### src/rtl/core/srvb_pkg.sv
// shared constants, types and helpers of the stereo schroeder reverb
`default_nettype none
package srvb_pkg;

  localparam int SAMPLE_RATE = 48000;
  localparam int SB          = 24;
  localparam int COMB_MAX    = 8;
  localparam int AP_MAX      = 4;
  localparam int LINE_W      = 3;
  localparam int AP_LINE_W   = 2;

  // line lengths in samples, tunings in units of 0.1 ms
  localparam int unsigned COMB_LEN [COMB_MAX] = '{
    SAMPLE_RATE * 298 / 10000, SAMPLE_RATE * 333 / 10000,
    SAMPLE_RATE * 371 / 10000, SAMPLE_RATE * 411 / 10000,
    SAMPLE_RATE * 447 / 10000, SAMPLE_RATE * 479 / 10000,
    SAMPLE_RATE * 509 / 10000, SAMPLE_RATE * 559 / 10000};
  localparam int unsigned COMB_BASE [COMB_MAX] = '{
    0,
    COMB_LEN[0],
    COMB_LEN[0] + COMB_LEN[1],
    COMB_LEN[0] + COMB_LEN[1] + COMB_LEN[2],
    COMB_LEN[0] + COMB_LEN[1] + COMB_LEN[2] + COMB_LEN[3],
    COMB_LEN[0] + COMB_LEN[1] + COMB_LEN[2] + COMB_LEN[3] + COMB_LEN[4],
    COMB_LEN[0] + COMB_LEN[1] + COMB_LEN[2] + COMB_LEN[3] + COMB_LEN[4] + COMB_LEN[5],
    COMB_LEN[0] + COMB_LEN[1] + COMB_LEN[2] + COMB_LEN[3] + COMB_LEN[4] + COMB_LEN[5]
      + COMB_LEN[6]};
  localparam int unsigned COMB_TOTAL = COMB_BASE[7] + COMB_LEN[7];

  localparam int unsigned AP_LEN [AP_MAX] = '{
    SAMPLE_RATE * 50 / 10000, SAMPLE_RATE * 17 / 10000,
    SAMPLE_RATE * 13 / 10000, SAMPLE_RATE * 11 / 10000};
  localparam int unsigned AP_BASE [AP_MAX] = '{
    0, AP_LEN[0], AP_LEN[0] + AP_LEN[1], AP_LEN[0] + AP_LEN[1] + AP_LEN[2]};
  localparam int unsigned AP_TOTAL = AP_BASE[3] + AP_LEN[3];

  localparam int CAW = $clog2(COMB_TOTAL);
  localparam int AAW = $clog2(AP_TOTAL);
  localparam int CPW = $clog2(COMB_LEN[7]);
  localparam int APW = $clog2(AP_LEN[0]);

  localparam int WET_W  = SB + 4;
  localparam int O_W    = 32;
  localparam int GAIN_W = 17;
  localparam int FB_W   = 16;
  localparam int IDX_W  = 8;

  localparam logic [GAIN_W-1:0] UNITY       = GAIN_W'(65536);
  localparam logic [GAIN_W-1:0] ROOM_RESET  = GAIN_W'(32768);
  localparam logic [GAIN_W-1:0] WET_RESET   = GAIN_W'(21627);
  localparam logic [GAIN_W-1:0] DRY_RESET   = GAIN_W'(45875);
  localparam logic [GAIN_W-1:0] WIDTH_RESET = GAIN_W'(65536);
  localparam logic [FB_W-1:0]   FB_RESET    = FB_W'(32768 * 9 / 10);

  // floor(y / 10) for y < 2^20 as (y * ceil(2^23 / 10)) >> 23
  localparam int DIV10_SH = 23;
  localparam logic [19:0] DIV10_MUL = 20'((2 ** DIV10_SH + 9) / 10);

  localparam logic [IDX_W-1:0] REG_ROOM  = IDX_W'(0);
  localparam logic [IDX_W-1:0] REG_WET   = IDX_W'(1);
  localparam logic [IDX_W-1:0] REG_DRY   = IDX_W'(2);
  localparam logic [IDX_W-1:0] REG_WIDTH = IDX_W'(3);

  typedef enum logic [3:0] {
    ST_IDLE, ST_C_RD, ST_C_MUL, ST_C_WR, ST_A_RD, ST_A_WR,
    ST_G_MUL, ST_G_MIX, ST_W_MUL, ST_W_FIN, ST_OUT
  } srvb_state_t;

  typedef struct packed {
    logic              load_in;
    logic              comb_rd;
    logic              comb_mul;
    logic              comb_wr;
    logic              ap_rd;
    logic              ap_wr;
    logic              gain;
    logic              mix;
    logic              wid_mul;
    logic              wid_fin;
    logic              out_load;
    logic              ch;
    logic [LINE_W-1:0] line;
  } srvb_cmd_t;

  typedef struct packed {
    logic out_free;
    logic width_bypass;
  } srvb_stat_t;

  function automatic logic signed [SB-1:0] sat_smp(input logic signed [63:0] v);
    logic signed [63:0] hi;
    logic signed [63:0] lo;
    hi = (64'sd1 <<< (SB - 1)) - 64'sd1;
    lo = -hi - 64'sd1;
    if (v > hi) return SB'(hi);
    else if (v < lo) return SB'(lo);
    else return SB'(v);
  endfunction

  function automatic logic [GAIN_W-1:0] clamp_gain(input logic [GAIN_W-1:0] g);
    return (g > UNITY) ? UNITY : g;
  endfunction

endpackage
`default_nettype wire

### src/rtl/core/srvb_ctrl.sv
// sequencer that walks the comb, allpass, gain and width steps of one item
`default_nettype none
module srvb_ctrl #(
  parameter int COMB_LINES    = srvb_pkg::COMB_MAX,
  parameter int ALLPASS_LINES = srvb_pkg::AP_MAX
) (
  input  wire logic                clk,
  input  wire logic                rst,
  input  wire logic                in_valid,
  output logic                     in_ready,
  input  wire srvb_pkg::srvb_stat_t stat,
  output srvb_pkg::srvb_cmd_t      cmd
);

  localparam logic [srvb_pkg::LINE_W-1:0] COMB_LAST = srvb_pkg::LINE_W'(COMB_LINES - 1);
  localparam logic [srvb_pkg::LINE_W-1:0] AP_LAST   = srvb_pkg::LINE_W'(ALLPASS_LINES - 1);

  srvb_pkg::srvb_state_t state, state_next;
  logic [srvb_pkg::LINE_W-1:0] line, line_next;
  logic ch, ch_next;

  always_ff @(posedge clk) begin
    if (rst) begin
      state <= srvb_pkg::ST_IDLE;
      line  <= '0;
      ch    <= 1'b0;
    end else begin
      state <= state_next;
      line  <= line_next;
      ch    <= ch_next;
    end
  end

  always_comb begin
    state_next = state;
    line_next  = line;
    ch_next    = ch;
    case (state)
      srvb_pkg::ST_IDLE: begin
        if (in_valid) begin
          state_next = srvb_pkg::ST_C_RD;
          line_next  = '0;
        end
      end
      srvb_pkg::ST_C_RD:  state_next = srvb_pkg::ST_C_MUL;
      srvb_pkg::ST_C_MUL: state_next = srvb_pkg::ST_C_WR;
      srvb_pkg::ST_C_WR: begin
        if (line == COMB_LAST) begin
          state_next = srvb_pkg::ST_A_RD;
          line_next  = '0;
        end else begin
          state_next = srvb_pkg::ST_C_RD;
          line_next  = line + 1'b1;
        end
      end
      srvb_pkg::ST_A_RD: state_next = srvb_pkg::ST_A_WR;
      srvb_pkg::ST_A_WR: begin
        if (line == AP_LAST) begin
          state_next = srvb_pkg::ST_G_MUL;
          ch_next    = 1'b0;
        end else begin
          state_next = srvb_pkg::ST_A_RD;
          line_next  = line + 1'b1;
        end
      end
      srvb_pkg::ST_G_MUL: state_next = srvb_pkg::ST_G_MIX;
      srvb_pkg::ST_G_MIX: begin
        if (ch) begin
          state_next = stat.width_bypass ? srvb_pkg::ST_OUT : srvb_pkg::ST_W_MUL;
        end else begin
          state_next = srvb_pkg::ST_G_MUL;
          ch_next    = 1'b1;
        end
      end
      srvb_pkg::ST_W_MUL: state_next = srvb_pkg::ST_W_FIN;
      srvb_pkg::ST_W_FIN: state_next = srvb_pkg::ST_OUT;
      srvb_pkg::ST_OUT: begin
        if (stat.out_free) state_next = srvb_pkg::ST_IDLE;
      end
      default: state_next = srvb_pkg::ST_IDLE;
    endcase
  end

  always_comb begin
    cmd      = '0;
    cmd.line = line;
    cmd.ch   = ch;
    in_ready = 1'b0;
    case (state)
      srvb_pkg::ST_IDLE: begin
        in_ready    = 1'b1;
        cmd.load_in = in_valid;
      end
      srvb_pkg::ST_C_RD:  cmd.comb_rd  = 1'b1;
      srvb_pkg::ST_C_MUL: cmd.comb_mul = 1'b1;
      srvb_pkg::ST_C_WR:  cmd.comb_wr  = 1'b1;
      srvb_pkg::ST_A_RD:  cmd.ap_rd    = 1'b1;
      srvb_pkg::ST_A_WR:  cmd.ap_wr    = 1'b1;
      srvb_pkg::ST_G_MUL: cmd.gain     = 1'b1;
      srvb_pkg::ST_G_MIX: cmd.mix      = 1'b1;
      srvb_pkg::ST_W_MUL: cmd.wid_mul  = 1'b1;
      srvb_pkg::ST_W_FIN: cmd.wid_fin  = 1'b1;
      srvb_pkg::ST_OUT:   cmd.out_load = stat.out_free;
      default: cmd = '0;
    endcase
  end

endmodule
`default_nettype wire

### config.mk
export PLATFORM = sky130hd
export DESIGN_NAME = srvb_ctrl
export DESIGN_NICKNAME = d
export VERILOG_FILES = /design/src/rtl/core/srvb_pkg.sv /design/src/rtl/core/srvb_ctrl.sv
export SDC_FILE = /design/constraint.sdc
export NUM_CORES = 1
export LEC_CHECK = 0
export BUFFER_PORTS_ARGS = -buffer_cell sky130_fd_sc_hd__buf_2
export CAP_MARGIN = 20
export CELL_PAD_IN_SITES_DETAIL_PLACEMENT = 1
export CELL_PAD_IN_SITES_GLOBAL_PLACEMENT = 1
export CORE_MARGIN = 8
export CORE_UTILIZATION = 38
export CTS_CLUSTER_DIAMETER = 50
export DETAILED_ROUTE_END_ITERATION = 7
export PLACE_DENSITY_LB_ADDON = 0.1
export SLEW_MARGIN = 20
export SYNTH_ARGS = -nofsm -noshare
export SYNTH_HDL_FRONTEND = slang
export SYNTH_SLANG_ARGS = --single-unit
### constraint.sdc
create_clock -name clk -period 2.2 [get_ports clk]
set_input_delay 0.22 -clock clk [delete_from_list [all_inputs] [get_ports clk]]
set_output_delay 0.22 -clock clk [all_outputs]
set_load 0.01 [all_outputs]
==> flow_summary.yaml, run 1 <==
power:
  switching_power_mw: 0.124
  clock_power_share_pct: 30.7
  cellInternalPower_mw: 0.256
  vdd_drop_max_uv: 295
  power_frac_seq_pct: 45.8
  comb_power_share_pct: 23.5
  powerDensity_nw_per_um2: 471
  p_leak_nw: 0.352
  p_sw_share_pct: 32.7
clock_network:
  cts_buffer_depth: 2
  cts_sinks: 8
  cts_root_buf: "clkbuf_4"
  clock_latency_ns: 0.26
  cts_buffers: 3
  clkTransAtPathRegs_ns: 0.06
  post_cts_buffers: 0
  ctsResizeCount: 0
  cts_hold_buf: 0
  h-tree-depth: 1
  cts_tree: "done"
detailed_routing:
  drtIter0Drc: 14
  routedWlPerCell_um: 14.2
  antenna_left: 0
  routedLengthMet1_um: 826
  wl_met3_um: 91
  vias: 733
  routed_via_density: 5.51
  drt_pass1_iterations: 4
  drc_errors: 0
  routed_wl_mm: 1.88
  highest_layer: "met4"
  dr_wl_met2_um: 955
min_path:
  hp-class: "in2reg"
global_route:
  grt_pass1_wl_mm: 3.33
  grt_max_degree: 25
  grt_pass1_vias: 748
  grt_util_all_layers_pct: 11.8
  grt-ovfl-total: 0
  antenna_found_initial: 0
synth:
  syn_area_um2: 711
  yosysSeqAreaShare_pct: 22.5
  synth_area_per_cell_um2: 7.48
  synth-seq-cells: 8
  synth-edff-count: 0
  ys.flop_type: "dfxtp_1"
  synth_top_area_cell: "dfxtp_1"
  ys_types: 37
  synthCells: 95
  yosys_warnings: 0
  synth_fp_nets: 103
  synth.area.top_cells: "dfxtp_1 (23%), and2_1 (5.3%), ha_1 (5.3%), nand2b_1 (4.4%), nor4bb_1 (4.2%)"
  async_reset_ff_share_pct: 0
  synth_top_area_share_pct: 22.5
setup_path:
  critPathRequiredTime_ns: 1.98
  worstSetupPathType: "reg2out"
  crit_top_cell: "and2_1"
  slowest_stage: "dfxtp_1"
  startpoint_type: "register"
  crit_arrival_ns: 1.76
  critical_path.top_delay_family: "flip-flops"
  crit_fanout: 24
  cp_cell_sequence: "and2_1 -> o21ai_0 -> and2_1 -> buf_2"
  critPathBufInv: 1
  critPathCaptureType: "output port"
  cpPeakStageDelay_ns: 0.76
sta:
  slew_viol_final: 0
  post-route-period-util_pct: 90.1
  period_needed_ns: 1.98
  relSlewSlack_pct: 54.2
  finalClockSkew_ns: 0.00575
  setup_tns_ns: 0
  setup_viol: 0
  hold_violations: 0
  holdWs_ns: 0.261
  max_freq_mhz: 505
  rsz0062_at_grt: "no"
  worst_pin_slew_ns: 0.687
finish:
  multi_input_area_um2: 473
  area_delta_synth_final_pct: 13.4
  regArea_um2: 160
  nets: 118
  diodes: 0
  nFillCells: 231
  drive_gt1_share_pct: 25.9
  final-instance-count-excl-fill: 133
floorplanning:
  rows: 15
  io_pins: 21
  die_h_um: 59.2
  start_util_pct: 40.7
  die_x_um: 59.2
  core_area_um2: 1750
  dieArea_um2: 3510
place:
  dp.cells: 130
  globalplace.congestion: 0.716
  hpwl_mm: 1.45
  portBuffers: 20
run_status:
  status: "finished clean"
run:
  cap_violations: 0
[cell usage in the layout, fill, tap and decap left out, drive strengths merged, types with 4 or more instances in the layout]
cell type and n:
a21oi 4, and2 6, buf 20, dfxtp 8
inv 5, nand2b 5, nor2 8, nor3 5
o21ai 5
[cell type report]
cell class | instances | share of cell area [%]
well taps | 25 | 3.88
inverters | 5 | 2.33
clock buffers | 3 | 2.80
multi-input cells | 72 | 58.7
repair buffers | 20 | 12.4
flip-flops and latches | 8 | 19.9
[cells in the mapped netlist (all sizes together), types with 3 or more instances]
cell type	instances
ha	3
nor3	5
o21ai	5
nand3	3
a21oi	4
and2	6
dfxtp	8
buf	8
nor2	8
nand2b	5
inv	5
nor3b	3
nor2b	3
nor4bb	3
nand2	3
[sequential cells by signal (all words and copies together), names as in the netlist]
signal and cells:
state 4, line 3, ch 1
[worst paths after layout]
| kind | startpoint | to | slack [ns] | depth (start not counted) |
|---|---|---|---|---|
| hold reg to reg | line[1]$_SDFFE_PP0P_ | line[1]$_SDFFE_PP0P_ | 0.52 | 2 |
| setup reg to reg | state[2]$_SDFFE_PP0P_ | line[0]$_SDFFE_PP0P_ | 0.53 | 3 |
| hold / removal | rst | state[3]$_SDFFE_PP0P_ | 0.26 | 2 |
| setup / recovery | state[0]$_SDFFE_PP0P_ | cmd[3] | 0.22 | 4 |
[metal layers]
layer  track usage [%]  vias up
li1                  -      362
met1              13.2      360
met2              20.6        9
met3              4.34        2
met4              2.39        0
met5                 0        -
[worst register-to-register path: stages (launching register included)]
cell and delay (ns):
dfxtp_1 0.76, nor4bb_1 0.46, o31a_1 0.25, o32ai_1 0.09
[cells by family (layout without fill, tap and decap cells)]
logic type               count (synthesis)  count (layout)  synth area share [%]
AND/OR/NAND/NOR                         48              48                  41.9
AO/OA/AOI/OAI                           20              20                  18.1
adder cells (fa/ha/maj)                  3               3                  5.28
flip-flops                               8               8                  22.5
buffers and inverters                   15              28                  10.9
XOR/XNOR                                 1               1                  1.23
[power groups by stage]
stage                     sequential (mW)  combinational (mW)  clock, mW
final                               0.174              0.0894      0.117
after global routing                0.177               0.100      0.131
after CTS                           0.173              0.0912      0.121
after detailed placement            0.177              0.0907          0
after global placement              0.177              0.0889          0
after floorplan                     0.156              0.0877          0
[stage by stage]
stage | cell area [um2] | setup slack [ns] | util, % | total power [mW]
final | 806 | 0.218 | 46.2 | 0.380
after CTS | 806 | 0.209 | 46.2 | 0.386
after detailed placement | 783 | 0.496 | 44.9 | 0.267
after global routing | 806 | 0.0609 | 46.2 | 0.408
after global placement | 783 | 0.554 | 44.9 | 0.266
after floorplan | 711 | 0.736 | - | 0.244
Power figures use the tool's default switching activity.
==> inputs of run 2 (changes only) <==
- MAX_ROUTING_LAYER: default -> met4
- REMOVE_ABC_BUFFERS: default -> 1
==> flow_summary.yaml, run 2 (synthesized netlist as in run 1, its figures left out) <==
finish:
  area_delta_synth_final_pct: 16.5
  largest_reg_flops: 4
  reg_top3: "state x4, line x3, ch x1"
  diodes: 0
  final_cell_mix: "buf_2 (20), nor2_1 (8), dfxtp_1 (8), and2_1 (6)"
  final_common_cell: "buf_2"
  regMostFlops: "state"
  nets: 121
  final_core_util_pct: 47.5
  drive_gt1_share_pct: 27.9
  stdcell_area_um2: 828
place:
  hpwl_mm: 1.57
  placed_area_um2: 806
  portBuffers: 20
  globalplace.congestion: 0.783
clock_network:
  cts_sinks: 8
  h-tree-depth: 1
  cts_tree: "done"
  cts_buffers: 3
  cts_buffer_depth: 2
  post_cts_buffers: 0
  clkTransAtPathRegs_ns: 0.06
  clock_latency_ns: 0.26
  ctsResizeCount: 0
  cts_hold_buf: 0
  cts_root_buf: "clkbuf_4"
floorplanning:
  start_util_pct: 40.7
  io_pins: 21
  core_area_um2: 1750
  die_h_um: 59.2
  rows: 15
  dieArea_um2: 3510
  die_x_um: 59.2
detailed_routing:
  routedWlPerCell_um: 15.1
  drt_pass1_iterations: 4
  routed_via_density: 5.35
  drtIter0Drc: 7
  antenna_left: 0
  routed_wl_mm: 2.05
  drc_errors: 0
  vias: 727
power:
  p_sw_share_pct: 33.3
  cellInternalPower_mw: 0.261
  p_leak_nw: 0.368
  power_frac_seq_pct: 42.5
  powerDensity_nw_per_um2: 472
  switching_power_mw: 0.130
  vdd_drop_max_uv: 280
  clock_power_share_pct: 30.5
  comb_power_share_pct: 27.1
run:
  cap_violations: 0
setup_path:
  worstSetupPathType: "reg2out"
  crit_arrival_ns: 1.61
  crit_top_cell: "and2_1"
  cp_cell_sequence: "and2_1 -> o21ai_0 -> and2_1 -> buf_2"
  cpPeakStageDelay_ns: 0.45
  startpoint_type: "register"
  critPathCaptureType: "output port"
  critPathRequiredTime_ns: 1.98
  crit_fanout: 15
  critical_path.top_delay_family: "flip-flops"
  slowest_stage: "dfxtp_1"
  critPathBufInv: 1
sta:
  period_needed_ns: 1.83
  hold_violations: 0
  holdWs_ns: 0.266
  setup_tns_ns: 0
  setup_viol: 0
  post-route-period-util_pct: 83.4
  rsz0062_at_grt: "no"
  finalClockSkew_ns: 0.00453
  slew_viol_final: 0
  worst_pin_slew_ns: 0.479
  max_freq_mhz: 545
  relSlewSlack_pct: 68.0
global_route:
  grt_util_all_layers_pct: 13.3
  grt_max_degree: 16
  grt_pass1_vias: 789
  antenna_found_initial: 0
  grt-ovfl-total: 0
  grt_pass1_wl_mm: 3.60
run_status:
  status: "finished clean"
min_path:
  hp-class: "in2reg"
-- run 2: changes by cell type in the layout (fill, tap and decap cells not counted), sizes merged --
cell	change
buf	+3
-- run 2: per-layer routing --
| layer | vias up | global-route usage [%] | routed length, um |
|---|---|---|---|
| met4 | 0 | 3.07 | 6 |
| li1 | 368 | - | - |
| met3 | 2 | 4.34 | 82 |
| met5 | - | - | 0 |
| met2 | 9 | 22.3 | 1010 |
| met1 | 348 | 14.9 | 951 |
-- run 2: path summary, 6_finish.rpt --
| check | from | end | slack [ns] | depth (start not counted) |
|---|---|---|---|---|
| setup / recovery | state[1]$_SDFFE_PP0P_ | cmd[3] | 0.37 | 4 |
| hold / removal | rst | state[1]$_SDFFE_PP0P_ | 0.27 | 2 |
| setup reg to reg | line[0]$_SDFFE_PP0P_ | line[0]$_SDFFE_PP0P_ | 0.64 | 5 |
| hold reg to reg | line[1]$_SDFFE_PP0P_ | line[1]$_SDFFE_PP0P_ | 0.51 | 2 |
-- run 2: layout make-up --
type	count	area (um2)
clock buffers	3	22.5
fillers	232	917
inverters	5	18.8
multi-input cells	72	473
flip-flops and latches	8	160
well taps	25	31.3
repair buffers	23	123
-- run 2: per-stage QoR --
stage	total power, mW	std cells	setup slack (ns)
floorplan	0.232	85	0.765
finish	0.391	136	0.365
global route	0.418	136	0.166
global placement	0.274	133	0.668
detailed placement	0.276	133	0.635
CTS	0.399	136	0.361
-- run 2: power by group through the flow --
stage	clock network (mW)	logic, mW	registers (mW)
2_1_floorplan	0	0.0619	0.170
3_3_place_gp	0	0.105	0.169
3_5_place_dp	0	0.107	0.169
4_1_cts	0.125	0.107	0.166
5_1_grt	0.132	0.119	0.168
6_report	0.119	0.106	0.166
==> inputs of run 3 (changes only) <==
- CORE_UTILIZATION: 38 -> 31
- clock period: 2.2 -> 1.6 ns (I/O delays scaled with it)
==> flow_summary.yaml, run 3 (synthesized netlist as in run 1, its figures left out) <==
setup_path:
  critPathCaptureType: "output port"
  startpoint_type: "register"
  crit_fanout: 13
  slowest_stage: "dfxtp_2"
  critPathBufInv: 1
  crit_top_cell: "and2_1"
  cpPeakStageDelay_ns: 0.39
  cp_cell_sequence: "and2_1 -> o21ai_1 -> and2_1 -> buf_2"
  worstSetupPathType: "reg2out"
  crit_arrival_ns: 1.33
  critPathRequiredTime_ns: 1.44
  critical_path.top_delay_family: "flip-flops"
sta:
  rsz0062_at_grt: "no"
  relSlewSlack_pct: 71.8
  setup_ws_ns: 0.114
  post-route-period-util_pct: 92.9
  holdWs_ns: 0.203
  hold_violations: 0
  finalClockSkew_ns: 0.00260
  max_freq_mhz: 673
  period_needed_ns: 1.49
  slew_viol_final: 0
  setup_viol: 0
  setup_tns_ns: 0
  worst_pin_slew_ns: 0.417
finish:
  final-instance-count-excl-fill: 145
  regMostFlops: "state"
  drive_gt1_share_pct: 35.9
  largest_reg_flops: 4
  reg_top3: "state x4, line x3, ch x1"
  stdcell_area_um2: 892
  final_cell_mix: "buf_2 (20), buf_4 (9), nor2_1 (8), and2_1 (6)"
  diodes: 0
  nFillCells: 282
  nets: 127
  final_core_util_pct: 40.7
  area_delta_synth_final_pct: 25.5
  final_common_cell: "buf_2"
power:
  p_leak_nw: 0.399
  totalPowerFinal_mw: 0.560
  powerDensity_nw_per_um2: 627
  vdd_drop_max_uv: 436
floorplanning:
  die_h_um: 63.9
  rows: 17
  io_pins: 21
  dieArea_um2: 4080
  die_x_um: 63.9
  core_area_um2: 2190
  start_util_pct: 32.4
clock_network:
  cts_sinks: 8
  cts_root_buf: "clkbuf_4"
  clock_latency_ns: 0.26
  cts_hold_buf: 0
  clkTransAtPathRegs_ns: 0.06
  cts_buffers: 3
  cts_tree: "done"
  h-tree-depth: 1
  cts_buffer_depth: 2
detailed_routing:
  drt_pass1_iterations: 4
  routed_wl_mm: 2.16
  routedWlPerCell_um: 14.9
  antenna_left: 0
  vias: 754
  drtIter0Drc: 12
  drc_errors: 0
  routed_via_density: 5.20
place:
  globalplace.congestion: 0.751
  portBuffers: 20
  post-place-ws_ns: 0.0210
  hpwl_mm: 1.70
  placed_area_um2: 855
  dp.cells: 142
global_route:
  grt_util_all_layers_pct: 11.5
  grt_pass1_vias: 792
  grt-ovfl-total: 0
  grt_max_degree: 14
  antenna_found_initial: 0
  grt_pass1_wl_mm: 3.73
min_path:
  hp-class: "in2reg"
run:
  cap_violations: 0
run_status:
  status: "finished clean"
-- run 3: worst paths after layout --
path	from	to	slack [ns]	cells after the start
max	state[1]$_SDFFE_PP0P_	cmd[1]	0.11	4
max reg2reg	line[0]$_SDFFE_PP0P_	line[0]$_SDFFE_PP0P_	0.12	5
min	rst	state[3]$_SDFFE_PP0P_	0.20	2
min reg2reg	line[1]$_SDFFE_PP0P_	line[1]$_SDFFE_PP0P_	0.51	2
-- run 3: repair_timing --
| action | 4_1_cts | 5_1_grt |
|---|---|---|
| setup buffers | 0 | 0 |
| pin swaps | 0 | 1 |
| gates resized for setup | 3 | 4 |
| setup endpoints to repair | 9 | 8 |
-- run 3: cell type report --
type | instances | area [um2] | share of cell area, %
tap | 28 | 35.0 | 3.93
sequential | 8 | 164 | 18.4
timing repair buffer | 29 | 168 | 18.8
multi-input combinational | 72 | 484 | 54.3
clock buffer | 3 | 22.5 | 2.52
inverter | 5 | 18.8 | 2.10
-- run 3: worst register-to-register path, delay by kind of cell (launching register included) --
family,cells,cell delay [ns]
AOI/OAI and AO/OA,2,0.30
and+or+nand+nor,1,0.32
adders and majority gates,2,0.42
DFF,1,0.32
-- run 3: where the power goes --
group          switching (mW)  total [mW]  internal, mW
Clock                  0.0764       0.163        0.0864
Sequential             0.0211       0.229         0.208
Combinational          0.0852       0.168        0.0828
Total                   0.183       0.560         0.377
-- run 3: routing by layer --
layer / routed length [um] / track usage (%) / vias to the layer above
met5: 0 / - / -
met4: 51 / 5.85 / 0
met3: 63 / 3.66 / 6
met2: 1050 / 18.6 / 12
met1: 1000 / 12.5 / 356
li1: - / - / 380
